### src/hw/rtl/iec_peak_hold_meter_defines.svh
// Assertion helpers used by the meter RTL.
`ifndef IEC_PEAK_HOLD_METER_DEFINES_SVH
`define IEC_PEAK_HOLD_METER_DEFINES_SVH

// Same-cycle implication, disabled while reset is asserted.
`define IPHM_ASSERT(name, clk, rst_n, ante, cons, msg) \
    name: assert property (@(posedge clk) disable iff (!rst_n) (ante) |-> (cons)) \
        else $error(msg);

// Next-cycle implication, disabled while reset is asserted.
`define IPHM_ASSERT_NEXT(name, clk, rst_n, ante, cons, msg) \
    name: assert property (@(posedge clk) disable iff (!rst_n) (ante) |=> (cons)) \
        else $error(msg);

`endif

### src/hw/rtl/iphm_pkg.sv
`default_nettype none
package iphm_pkg;

    localparam int CH_W    = 5;
    localparam int LEVEL_W = 16;
    localparam int BAR_W   = 9;
    localparam int TIMER_W = 16;
    localparam int DEFL_W  = 13;
    localparam int CFG_W   = 16;

    localparam int DEFAULT_CHANNELS = 32;
    localparam int MAX_BAR_WIDTH    = 256;

    localparam int QUEUE_DEPTH = 4;
    localparam int QCNT_W      = $clog2(QUEUE_DEPTH + 1);

    // floor(x / 25) == (x * 5243) >> 17 for every x below 43690.
    localparam logic [12:0] RECIP_25    = 13'd5243;
    localparam int          RECIP_SHIFT = 17;

    localparam logic [BAR_W-1:0]   BAR_WIDTH_RESET  = 9'd64;
    localparam logic [TIMER_W-1:0] HOLD_DECAY_RESET = 16'd16;
    localparam logic [TIMER_W-1:0] TIMER_MAX        = 16'hFFFF;

    // Configuration register indexes.
    localparam logic [0:0] CFG_BAR_WIDTH  = 1'b0;
    localparam logic [0:0] CFG_HOLD_DECAY = 1'b1;

    typedef struct packed {
        logic [CH_W-1:0]  channel;
        logic [BAR_W-1:0] bar_in;
        logic [BAR_W-1:0] bar_out;
    } t_bar_word;

    typedef struct packed {
        logic [BAR_W-1:0]   hold;
        logic [BAR_W-1:0]   max;
        logic [TIMER_W-1:0] timer;
    } t_chan_state;

endpackage
`default_nettype wire

### src/hw/rtl/iphm_ram.sv
`default_nettype none
module iphm_ram #(
    parameter int WIDTH = 8,
    parameter int DEPTH = 32
) (
    input  wire logic                                  i_clk,
    input  wire logic                                  i_we,
    input  wire logic [(DEPTH > 1 ? $clog2(DEPTH) : 1)-1:0] i_waddr,
    input  wire logic [WIDTH-1:0]                      i_wdata,
    input  wire logic                                  i_re,
    input  wire logic [(DEPTH > 1 ? $clog2(DEPTH) : 1)-1:0] i_raddr,
    output logic [WIDTH-1:0]                           o_rdata
);
    logic [WIDTH-1:0] r_mem [DEPTH];
    logic [WIDTH-1:0] r_rdata;

    always_ff @(posedge i_clk) begin
        if (i_we) begin
            r_mem[i_waddr] <= i_wdata;
        end
        if (i_re) begin
            r_rdata <= r_mem[i_raddr];
        end
    end

    assign o_rdata = r_rdata;
endmodule
`default_nettype wire

### src/hw/rtl/iphm_front.sv
`default_nettype none
module iphm_front (
    input  wire logic                                i_clk,
    input  wire logic                                i_rst_n,
    input  wire logic                                i_in_valid,
    output logic                                     o_in_ready,
    input  wire logic [iphm_pkg::CH_W-1:0]           i_channel,
    input  wire logic signed [iphm_pkg::LEVEL_W-1:0] i_level_in_db,
    input  wire logic signed [iphm_pkg::LEVEL_W-1:0] i_level_out_db,
    input  wire logic [iphm_pkg::BAR_W-1:0]          i_width,
    input  wire logic [iphm_pkg::QCNT_W-1:0]         i_queue_count,
    output logic                                     o_push,
    output iphm_pkg::t_bar_word                      o_push_word
);
    import iphm_pkg::*;

    // Piecewise-linear IEC deflection in 1/64 percent.
    function automatic logic [DEFL_W-1:0] deflection(input logic signed [LEVEL_W-1:0] lvl);
        logic signed [LEVEL_W:0] l17;
        logic [DEFL_W-1:0]       d;
        l17 = {lvl[LEVEL_W-1], lvl};
        if (lvl < -16'sd1120) begin
            d = '0;
        end else if (lvl < -16'sd960) begin
            d = DEFL_W'(l17 + 17'sd1120);
        end else if (lvl < -16'sd800) begin
            d = DEFL_W'((l17 + 17'sd960) * 17'sd2 + 17'sd160);
        end else if (lvl < -16'sd640) begin
            d = DEFL_W'((l17 + 17'sd800) * 17'sd3 + 17'sd480);
        end else if (lvl < -16'sd480) begin
            d = DEFL_W'((l17 + 17'sd640) * 17'sd6 + 17'sd960);
        end else if (lvl < -16'sd320) begin
            d = DEFL_W'((l17 + 17'sd480) * 17'sd8 + 17'sd1920);
        end else if (lvl < 16'sd0) begin
            d = DEFL_W'((l17 + 17'sd320) * 17'sd10 + 17'sd3200);
        end else begin
            d = 13'd6400;
        end
        return d;
    endfunction

    // Stage A: deflection. Stage B: deflection times width, divided by 256.
    logic                r_a_valid;
    logic [CH_W-1:0]     r_a_ch;
    logic [DEFL_W-1:0]   r_a_din;
    logic [DEFL_W-1:0]   r_a_dout;
    logic                r_b_valid;
    logic [CH_W-1:0]     r_b_ch;
    logic [13:0]         r_b_xin;
    logic [13:0]         r_b_xout;

    logic [21:0] prod_in;
    logic [21:0] prod_out;
    logic [26:0] quot_in;
    logic [26:0] quot_out;
    logic [QCNT_W:0] credit_used;
    logic            accept;

    // Items in flight count against queue space, so the pipeline never stalls.
    assign credit_used = (QCNT_W+1)'(i_queue_count) + (QCNT_W+1)'(r_a_valid)
                       + (QCNT_W+1)'(r_b_valid);
    assign o_in_ready  = credit_used < (QCNT_W+1)'(QUEUE_DEPTH);
    assign accept      = i_in_valid && o_in_ready;

    assign prod_in  = 22'(r_a_din) * 22'(i_width);
    assign prod_out = 22'(r_a_dout) * 22'(i_width);

    always_ff @(posedge i_clk) begin
        if (!i_rst_n) begin
            r_a_valid <= 1'b0;
            r_b_valid <= 1'b0;
        end else begin
            r_a_valid <= accept;
            r_b_valid <= r_a_valid;
        end
        r_a_ch   <= i_channel;
        r_a_din  <= deflection(i_level_in_db);
        r_a_dout <= deflection(i_level_out_db);
        r_b_ch   <= r_a_ch;
        r_b_xin  <= prod_in[21:8];
        r_b_xout <= prod_out[21:8];
    end

    assign quot_in  = 27'(r_b_xin) * 27'(RECIP_25);
    assign quot_out = 27'(r_b_xout) * 27'(RECIP_25);

    assign o_push              = r_b_valid;
    assign o_push_word.channel = r_b_ch;
    assign o_push_word.bar_in  = quot_in[RECIP_SHIFT +: BAR_W];
    assign o_push_word.bar_out = quot_out[RECIP_SHIFT +: BAR_W];
endmodule
`default_nettype wire

### src/hw/rtl/iphm_queue.sv
`default_nettype none
module iphm_queue (
    input  wire logic                        i_clk,
    input  wire logic                        i_rst_n,
    input  wire logic                        i_push,
    input  wire iphm_pkg::t_bar_word         i_push_word,
    input  wire logic                        i_pop,
    output iphm_pkg::t_bar_word              o_head,
    output logic                             o_not_empty,
    output logic [iphm_pkg::QCNT_W-1:0]      o_count
);
    import iphm_pkg::*;

    localparam int QPTR_W = $clog2(QUEUE_DEPTH);

    t_bar_word         r_mem [QUEUE_DEPTH];
    logic [QPTR_W-1:0] r_wptr;
    logic [QPTR_W-1:0] r_rptr;
    logic [QCNT_W-1:0] r_count;
    logic [QCNT_W-1:0] n_count;

    always_comb begin
        n_count = r_count;
        case ({i_push, i_pop})
            2'b10:   n_count = r_count + 1'b1;
            2'b01:   n_count = r_count - 1'b1;
            default: n_count = r_count;
        endcase
    end

    always_ff @(posedge i_clk) begin
        if (!i_rst_n) begin
            r_wptr  <= '0;
            r_rptr  <= '0;
            r_count <= '0;
        end else begin
            if (i_push) begin
                r_wptr <= r_wptr + 1'b1;
            end
            if (i_pop) begin
                r_rptr <= r_rptr + 1'b1;
            end
            r_count <= n_count;
        end
        if (i_push) begin
            r_mem[r_wptr] <= i_push_word;
        end
    end

    assign o_head      = r_mem[r_rptr];
    assign o_not_empty = r_count != '0;
    assign o_count     = r_count;
endmodule
`default_nettype wire

### src/hw/rtl/iphm_back.sv
`default_nettype none
`include "iec_peak_hold_meter_defines.svh"
module iphm_back #(
    parameter int CHANNELS = iphm_pkg::DEFAULT_CHANNELS
) (
    input  wire logic                          i_clk,
    input  wire logic                          i_rst_n,
    input  wire iphm_pkg::t_bar_word           i_head,
    input  wire logic                          i_not_empty,
    output logic                               o_pop,
    input  wire logic [iphm_pkg::BAR_W-1:0]    i_width,
    input  wire logic [iphm_pkg::TIMER_W-1:0]  i_decay,
    output logic                               o_out_valid,
    input  wire logic                          i_out_ready,
    output logic [iphm_pkg::CH_W-1:0]          o_channel_echo,
    output logic [iphm_pkg::BAR_W-1:0]         o_in_bar_length,
    output logic [iphm_pkg::BAR_W-1:0]         o_out_bar_length,
    output logic [iphm_pkg::BAR_W-1:0]         o_hold_length,
    output logic [iphm_pkg::BAR_W-1:0]         o_max_length,
    output logic                               o_near_full_scale
);
    import iphm_pkg::*;

    localparam int AW = (CHANNELS > 1) ? $clog2(CHANNELS) : 1;
    localparam int SW = $bits(t_chan_state);

    localparam logic [0:0] ST_IDLE   = 1'b0;
    localparam logic [0:0] ST_UPDATE = 1'b1;

    logic [0:0]          r_state;
    logic [0:0]          n_state;
    t_bar_word           r_work;
    logic                r_rd_valid;
    logic [CHANNELS-1:0] r_valid;

    logic               r_out_valid;
    logic [CH_W-1:0]    r_out_ch;
    logic [BAR_W-1:0]   r_out_bin;
    logic [BAR_W-1:0]   r_out_bout;
    logic [BAR_W-1:0]   r_out_hold;
    logic [BAR_W-1:0]   r_out_max;
    logic               r_out_near;

    logic [AW-1:0] head_addr;
    logic [AW-1:0] work_addr;
    logic          head_in_range;
    logic          work_in_range;
    logic [SW-1:0] rdata;
    t_chan_state   cur;
    t_chan_state   upd;
    logic          do_write;
    logic [9:0]    max_plus2;
    logic          near;

    assign head_addr     = AW'(i_head.channel);
    assign work_addr     = AW'(r_work.channel);
    assign head_in_range = 32'(i_head.channel) < 32'(CHANNELS);
    assign work_in_range = 32'(r_work.channel) < 32'(CHANNELS);

    // The output register is free at the update whenever an item is popped.
    assign o_pop = (r_state == ST_IDLE) && i_not_empty && (!r_out_valid || i_out_ready);

    iphm_ram #(
        .WIDTH (SW),
        .DEPTH (CHANNELS)
    ) u_state_ram (
        .i_clk   (i_clk),
        .i_we    (do_write),
        .i_waddr (work_addr),
        .i_wdata (upd),
        .i_re    (o_pop),
        .i_raddr (head_addr),
        .o_rdata (rdata)
    );

    // A channel never written since reset reads as all zero.
    assign cur = r_rd_valid ? t_chan_state'(rdata) : '0;

    always_comb begin
        upd = cur;
        if (r_work.bar_in > cur.max) begin
            upd.max = r_work.bar_in;
        end
        if (r_work.bar_in > cur.hold) begin
            upd.hold  = r_work.bar_in;
            upd.timer = '0;
        end else begin
            if (cur.timer > i_decay) begin
                upd.hold = r_work.bar_in;
            end
            if (cur.timer != TIMER_MAX) begin
                upd.timer = cur.timer + 1'b1;
            end
        end
    end

    assign do_write  = (r_state == ST_UPDATE) && work_in_range;
    assign max_plus2 = {1'b0, upd.max} + 10'd2;
    assign near      = max_plus2 > {1'b0, i_width};

    always_comb begin
        n_state = r_state;
        unique case (r_state)
            ST_IDLE:   if (o_pop) n_state = ST_UPDATE;
            ST_UPDATE: n_state = ST_IDLE;
            default:   n_state = ST_IDLE;
        endcase
    end

    always_ff @(posedge i_clk) begin
        if (!i_rst_n) begin
            r_state     <= ST_IDLE;
            r_valid     <= '0;
            r_out_valid <= 1'b0;
        end else begin
            r_state <= n_state;
            if (do_write) begin
                r_valid[work_addr] <= 1'b1;
            end
            if (r_state == ST_UPDATE) begin
                r_out_valid <= 1'b1;
            end else if (i_out_ready) begin
                r_out_valid <= 1'b0;
            end
        end
        if (o_pop) begin
            r_work     <= i_head;
            r_rd_valid <= head_in_range && r_valid[head_addr];
        end
        if (r_state == ST_UPDATE) begin
            r_out_ch   <= r_work.channel;
            r_out_bin  <= r_work.bar_in;
            r_out_bout <= r_work.bar_out;
            r_out_hold <= work_in_range ? upd.hold : '0;
            r_out_max  <= work_in_range ? upd.max : '0;
            r_out_near <= work_in_range && near;
        end
    end

    assign o_out_valid       = r_out_valid;
    assign o_channel_echo    = r_out_ch;
    assign o_in_bar_length   = r_out_bin;
    assign o_out_bar_length  = r_out_bout;
    assign o_hold_length     = r_out_hold;
    assign o_max_length      = r_out_max;
    assign o_near_full_scale = r_out_near;

    `IPHM_ASSERT(a_update_out_free, i_clk, i_rst_n, r_state == ST_UPDATE, !r_out_valid, "update while output register busy")
    `IPHM_ASSERT_NEXT(a_update_loads, i_clk, i_rst_n, r_state == ST_UPDATE, r_state == ST_IDLE && r_out_valid, "update did not load a result")
    `IPHM_ASSERT(a_hold_below_max, i_clk, i_rst_n, r_out_valid, r_out_hold <= r_out_max, "hold above all-time maximum")
    `IPHM_ASSERT(a_unused_channel, i_clk, i_rst_n, r_out_valid && 32'(r_out_ch) >= 32'(CHANNELS), r_out_hold == '0 && r_out_max == '0 && !r_out_near, "state shown for unused channel")
endmodule
`default_nettype wire

### src/hw/rtl/iec_peak_hold_meter.sv
`default_nettype none
// Channel  Handshake                 Word
// input    i_in_valid / o_in_ready   i_channel, i_level_in_db, i_level_out_db
// result   o_out_valid / i_out_ready o_channel_echo, o_*_length, o_near_full_scale
// config   i_cfg_valid / o_cfg_ready i_cfg_index, i_cfg_data
//
// An accepted word passes two scaling stages into the queue; its pop does the registered
// state read, and the next cycle updates the state and loads the result register.
// The back end pops no new word before the read-then-write on the state RAM for the
// last one is done, nor while a held result fills the output register.
// Reset is synchronous; per-channel valid bits clear at once, so no clearing pass.
// Up to four words may wait behind a held result; then input ready drops.
module iec_peak_hold_meter #(
    parameter int CHANNELS = iphm_pkg::DEFAULT_CHANNELS
) (
    input  wire logic                                i_clk,
    input  wire logic                                i_rst_n,
    input  wire logic                                i_in_valid,
    output logic                                     o_in_ready,
    input  wire logic [iphm_pkg::CH_W-1:0]           i_channel,
    input  wire logic signed [iphm_pkg::LEVEL_W-1:0] i_level_in_db,
    input  wire logic signed [iphm_pkg::LEVEL_W-1:0] i_level_out_db,
    output logic                                     o_out_valid,
    input  wire logic                                i_out_ready,
    output logic [iphm_pkg::CH_W-1:0]                o_channel_echo,
    output logic [iphm_pkg::BAR_W-1:0]               o_in_bar_length,
    output logic [iphm_pkg::BAR_W-1:0]               o_out_bar_length,
    output logic [iphm_pkg::BAR_W-1:0]               o_hold_length,
    output logic [iphm_pkg::BAR_W-1:0]               o_max_length,
    output logic                                     o_near_full_scale,
    input  wire logic                                i_cfg_valid,
    output logic                                     o_cfg_ready,
    input  wire logic [0:0]                          i_cfg_index,
    input  wire logic [iphm_pkg::CFG_W-1:0]          i_cfg_data
);
    import iphm_pkg::*;

    logic [BAR_W-1:0]   r_bar_width;
    logic [TIMER_W-1:0] r_hold_decay;
    logic [BAR_W-1:0]   width_eff;

    logic              push;
    t_bar_word         push_word;
    logic              pop;
    t_bar_word         head;
    logic              not_empty;
    logic [QCNT_W-1:0] queue_count;

    assign o_cfg_ready = 1'b1;

    always_ff @(posedge i_clk) begin
        if (!i_rst_n) begin
            r_bar_width  <= BAR_WIDTH_RESET;
            r_hold_decay <= HOLD_DECAY_RESET;
        end else if (i_cfg_valid) begin
            unique case (i_cfg_index)
                CFG_BAR_WIDTH:  r_bar_width  <= i_cfg_data[BAR_W-1:0];
                CFG_HOLD_DECAY: r_hold_decay <= i_cfg_data[TIMER_W-1:0];
                default:        ;
            endcase
        end
    end

    assign width_eff = (r_bar_width > BAR_W'(MAX_BAR_WIDTH)) ? BAR_W'(MAX_BAR_WIDTH)
                                                             : r_bar_width;

    iphm_front u_front (
        .i_clk          (i_clk),
        .i_rst_n        (i_rst_n),
        .i_in_valid     (i_in_valid),
        .o_in_ready     (o_in_ready),
        .i_channel      (i_channel),
        .i_level_in_db  (i_level_in_db),
        .i_level_out_db (i_level_out_db),
        .i_width        (width_eff),
        .i_queue_count  (queue_count),
        .o_push         (push),
        .o_push_word    (push_word)
    );

    iphm_queue u_queue (
        .i_clk       (i_clk),
        .i_rst_n     (i_rst_n),
        .i_push      (push),
        .i_push_word (push_word),
        .i_pop       (pop),
        .o_head      (head),
        .o_not_empty (not_empty),
        .o_count     (queue_count)
    );

    iphm_back #(
        .CHANNELS (CHANNELS)
    ) u_back (
        .i_clk             (i_clk),
        .i_rst_n           (i_rst_n),
        .i_head            (head),
        .i_not_empty       (not_empty),
        .o_pop             (pop),
        .i_width           (width_eff),
        .i_decay           (r_hold_decay),
        .o_out_valid       (o_out_valid),
        .i_out_ready       (i_out_ready),
        .o_channel_echo    (o_channel_echo),
        .o_in_bar_length   (o_in_bar_length),
        .o_out_bar_length  (o_out_bar_length),
        .o_hold_length     (o_hold_length),
        .o_max_length      (o_max_length),
        .o_near_full_scale (o_near_full_scale)
    );
endmodule
`default_nettype wire
### config.mk
export PLATFORM = sky130hd
export DESIGN_NAME = iec_peak_hold_meter
export DESIGN_NICKNAME = d
export VERILOG_FILES = /design/src/hw/rtl/iphm_pkg.sv /design/src/hw/rtl/iphm_ram.sv /design/src/hw/rtl/iphm_front.sv /design/src/hw/rtl/iphm_queue.sv /design/src/hw/rtl/iphm_back.sv /design/src/hw/rtl/iec_peak_hold_meter.sv
export VERILOG_INCLUDE_DIRS = /design/src /design/src/hw/rtl
export SDC_FILE = /design/constraint.sdc
export NUM_CORES = 2
export LEC_CHECK = 0
export BUFFER_PORTS_ARGS = -buffer_cell sky130_fd_sc_hd__buf_4
export CORE_AREA = 2 2 338 340
export CTS_CLUSTER_DIAMETER = 150
export DETAILED_ROUTE_END_ITERATION = 10
export DIE_AREA = 0 0 340 342
export PLACE_DENSITY = 0.82
export SKIP_CTS_REPAIR_TIMING = 1
export SLEW_MARGIN = 10
export SYNTH_ARGS = -nofsm -noshare
export SYNTH_HDL_FRONTEND = slang
export SYNTH_SLANG_ARGS = --single-unit
### constraint.sdc
create_clock -name i_clk -period 14.5 [get_ports i_clk]
set_input_delay 0.725 -clock i_clk [delete_from_list [all_inputs] [get_ports i_clk]]
set_output_delay 0.725 -clock i_clk [all_outputs]
set_load 0.05 [all_outputs]
==> results.md <==
- Worst-Margin Slew: between 1 and 1.5 ns
- Post-synthesis sequential area ratio: 56.4%
- Average wire per standard cell: ~29 um
- First-pass GRT wire length: 282 mm
- Initial antenna violation count: 6
- CP Data Required Time: 15.14 ns
- Fin nets: 5,693
- Synthesized flop and latch total: 1,414
- Remaining global-route overflow: 0
- Clock net sink count: 1,414
- Htree depth: 4
- Mapped Cells: 4,732
- Root Driver: clkbuf_16
- Critical Path AT: 6.85 ns
- Min Tclk post-route: 6.21 ns
- WL final: 189 mm
- Vias after detailed routing: 43,300
- Worst min-delay path class: input pin to register
- Final worst-path cycle share: 42.8%
- Final ANT Viol Nets: 0
- Critical path endpoint category: register
- Top-Level Pins: about 100
- Setup violations, final: 0
- Die Height: around 340 um
- Largest net degree at the start of global routing: 71
- Rows: roughly 120
- Clock buffer depth: 3
- Post-synth EDFFs: around 1,300
- P_leak: between 0.03 and 0.04 uW
- Filler Cell Count: 6,800
- Distinct cells, synth: 79
- Die area: 0.116 mm^2
- Die X: 340 um
- Count of pins over their slew limit: 0
- Share of layout cells above drive strength 1: 17.4%
- Clock Pin Slew Worst Setup and Hold Paths: 0.07 ns
- Final hold slack: between 0.08 and 0.09 ns
- CP Class: register to register
- Syn_nets: 5,531
- Area of the mapped netlist: 0.0729 mm^2
- Count of input and output buffers: 102
- Clk_lat worst skew: 0.77 ns
- Drt via density: approximately 6.6
- Critical-path maximum fanout: 37
- DRC: 0
- CTS tree: yes
- Slew HR: 19.2%
- CTS buffer count: 139
- Power per cell area: between 200 and 250 mW/mm^2
- Crit-path slowest cell: nor2b_2
- Fmax: 161 MHz
- 1st-pass router iterations: 6
- Initial DRC count: 5,517
- Worst path max stage delay: between 0.9 and 1 ns
- Ys flop type: edfxtp_1
- Cells along the critical path: buf_4 > nor2b_2 > nand2_1 > fa_1 > inv_1 > fa_1 > inv_1 > fa_1 > fa_1 > inv_1 > ha_1 > nand4bb_1 > or3_1 > a21boi_1 > o21ai_0 > nand2b_1 > o21ai_1 > a21oi_1 > xnor2_1
- Final Hold Fails: 0
- Core area: 0.113 mm^2
- Reg area: 0.0411 mm^2
- GRT Total Usage: 33.0%
- Starting Density: 64.5%
- Synth area leaders: edfxtp_1 53%, mux4_2 12%, fa_1 7.9%, ha_1 7.7%, dfxtp_1 3.7%
- Clock Skew: 0.0445 ns
- Most used cell, CP: fa_1
- Unrepaired setup endpoints after global routing: false
- Ys Warns: 0
- Multi-input logic area: 0.0295 mm^2
- Top cell family by delay on the critical path: adder cells
- RD Place Congestion: around 0.90
- Vias in the first global route: 44,100
- Buf/Inv on CP: 4
- Critical path launch point type: register
- Area growth from synthesis to layout: 10.3%
- Mean Syn Cell Area: 15.4 um^2
- Ys async rst share: 0%
- Yosys top cell area share: between 50% and 60%
- HPWL after DPL: 109 mm
- Max cap viols: 0
- Yosys top cell by area: edfxtp_1
- Status: complete, no violations
- Setup total negative slack: 0 ns
- VDD IR max: ~0.21 mV
## cell usage in the layout, fill, tap and decap left out, types with 26 or more instances in the layout
master / synthesis / routed
a21o_1: 26 / 26
nor3_1: 48 / 48
clkinv_1: 1 / 27
mux2_2: 36 / 36
xor2_1: 60 / 60
clkbuf_1: 125 / 34
ha_1: 451 / 451
inv_1: 509 / 509
and2_1: 150 / 150
xnor2_1: 128 / 128
nor2_4: 0 / 32
a21oi_1: 93 / 91
nor2_1: 160 / 127
o21a_1: 67 / 67
buf_4: 1 / 196
nand3_1: 54 / 54
o21ai_0: 74 / 67
clkbuf_16: 0 / 144
mux4_2: 373 / 369
fa_1: 289 / 289
dfxtp_1: 134 / 133
nand2_1: 273 / 273
edfxtp_1: 1280 / 1280
a21boi_0: 27 / 27
## stage by stage
| step | total power, uW | utilization [%] | area (um^2) | setup slack, ns | std cells |
|---|---|---|---|---|---|
| after floorplan | 10900 | - | 72900 | 8.20 | 4732 |
| after global placement | 12700 | 67.1 | 75900 | 8.52 | 6265 |
| after detailed placement | 13000 | 67.1 | 75900 | 8.34 | 6265 |
| after CTS | 16800 | 71.1 | 80400 | 8.35 | 6516 |
| after global routing | 17700 | 71.2 | 80500 | 8.00 | 6517 |
| final | 16700 | 71.2 | 80500 | 8.29 | 6517 |
## cell type report
| cell class | count | share of cell area, % |
|---|---|---|
| clock inverter | 68 | 0.934 |
| inverter | 510 | 2.38 |
| clock buffer | 183 | 4.72 |
| tap | 1512 | 2.35 |
| multi-input combinational | 2633 | 36.7 |
| antenna | 1 | 0.00311 |
| timing repair buffer | 196 | 1.83 |
| sequential | 1414 | 51.1 |
## cells by family after synthesis
kind of cell | after synthesis | synth area share (%)
buf+inv | 685 | 3.67
flops | 1414 | 56.4
other cells | 1 | 0.00514
fa+ha+maj | 740 | 15.7
xor+xnor | 190 | 2.32
compound gates | 449 | 4.14
simple gates | 827 | 5.52
mux | 426 | 12.3
## worst paths after layout
check | startpoint | end | slack (ns) | depth (start not counted)
setup / recovery | r_bar_width[8] | u_front.r_b_xout[7] | 8.29 | 19
setup reg to reg | r_bar_width[8] | u_front.r_b_xout[7] | 8.29 | 19
hold / removal | i_channel[2] | u_front.r_a_ch[2] | 0.09 | 1
hold reg to reg | u_front.r_a_ch[3] | u_front.r_b_ch[3] | 0.34 | 0
## layer usage
metal / part of all wire, % / GRT usage, % / wire, um / up-vias
met3: 10 / 6.04 / 19800 / 522
li1: - / - / - / 17800
met2: 49 / 53.6 / 91900 / 3022
met4: 4.3 / 13.2 / 8070 / 6
met5: 0.021 / 0 / 39 / -
met1: 37 / 45.0 / 69100 / 22000
## cells in the mapped netlist (16+ instances only)
cell         n
edfxtp_1  1280
inv_1      509
ha_1       451
mux4_2     373
fa_1       289
nand2_1    273
nor2_1     160
and2_1     150
dfxtp_1    134
xnor2_1    128
clkbuf_1   125
a21oi_1     93
o21ai_0     74
o21a_1      67
xor2_1      60
nand3_1     54
nor3_1      48
mux2_2      36
nor2b_1     32
a21boi_0    27
a21o_1      26
buf_2       23
a31oi_1     19
nand2b_1    18
mux2i_1     17
nand4_1     17
or3_1       17
buf_1       16
o211ai_1    16
## registers in the layout, summed over array words and instances, names as in the netlist, 14 cells and up, named ones only
register and count:
u_back.r_valid 32, u_back.u_state_ram.r_mem 1088, u_queue.r_mem 92, u_front.r_b_xin 14
u_back.r_work 18, u_front.r_b_xout 14, u_back.u_state_ram.o_rdata 34, r_hold_decay 16
## report_power, final
group	internal [uW]	switching (uW)
Clock	2070	1570
Sequential	5750	295
Combinational	2780	4290
Power figures use the tool's default switching activity.
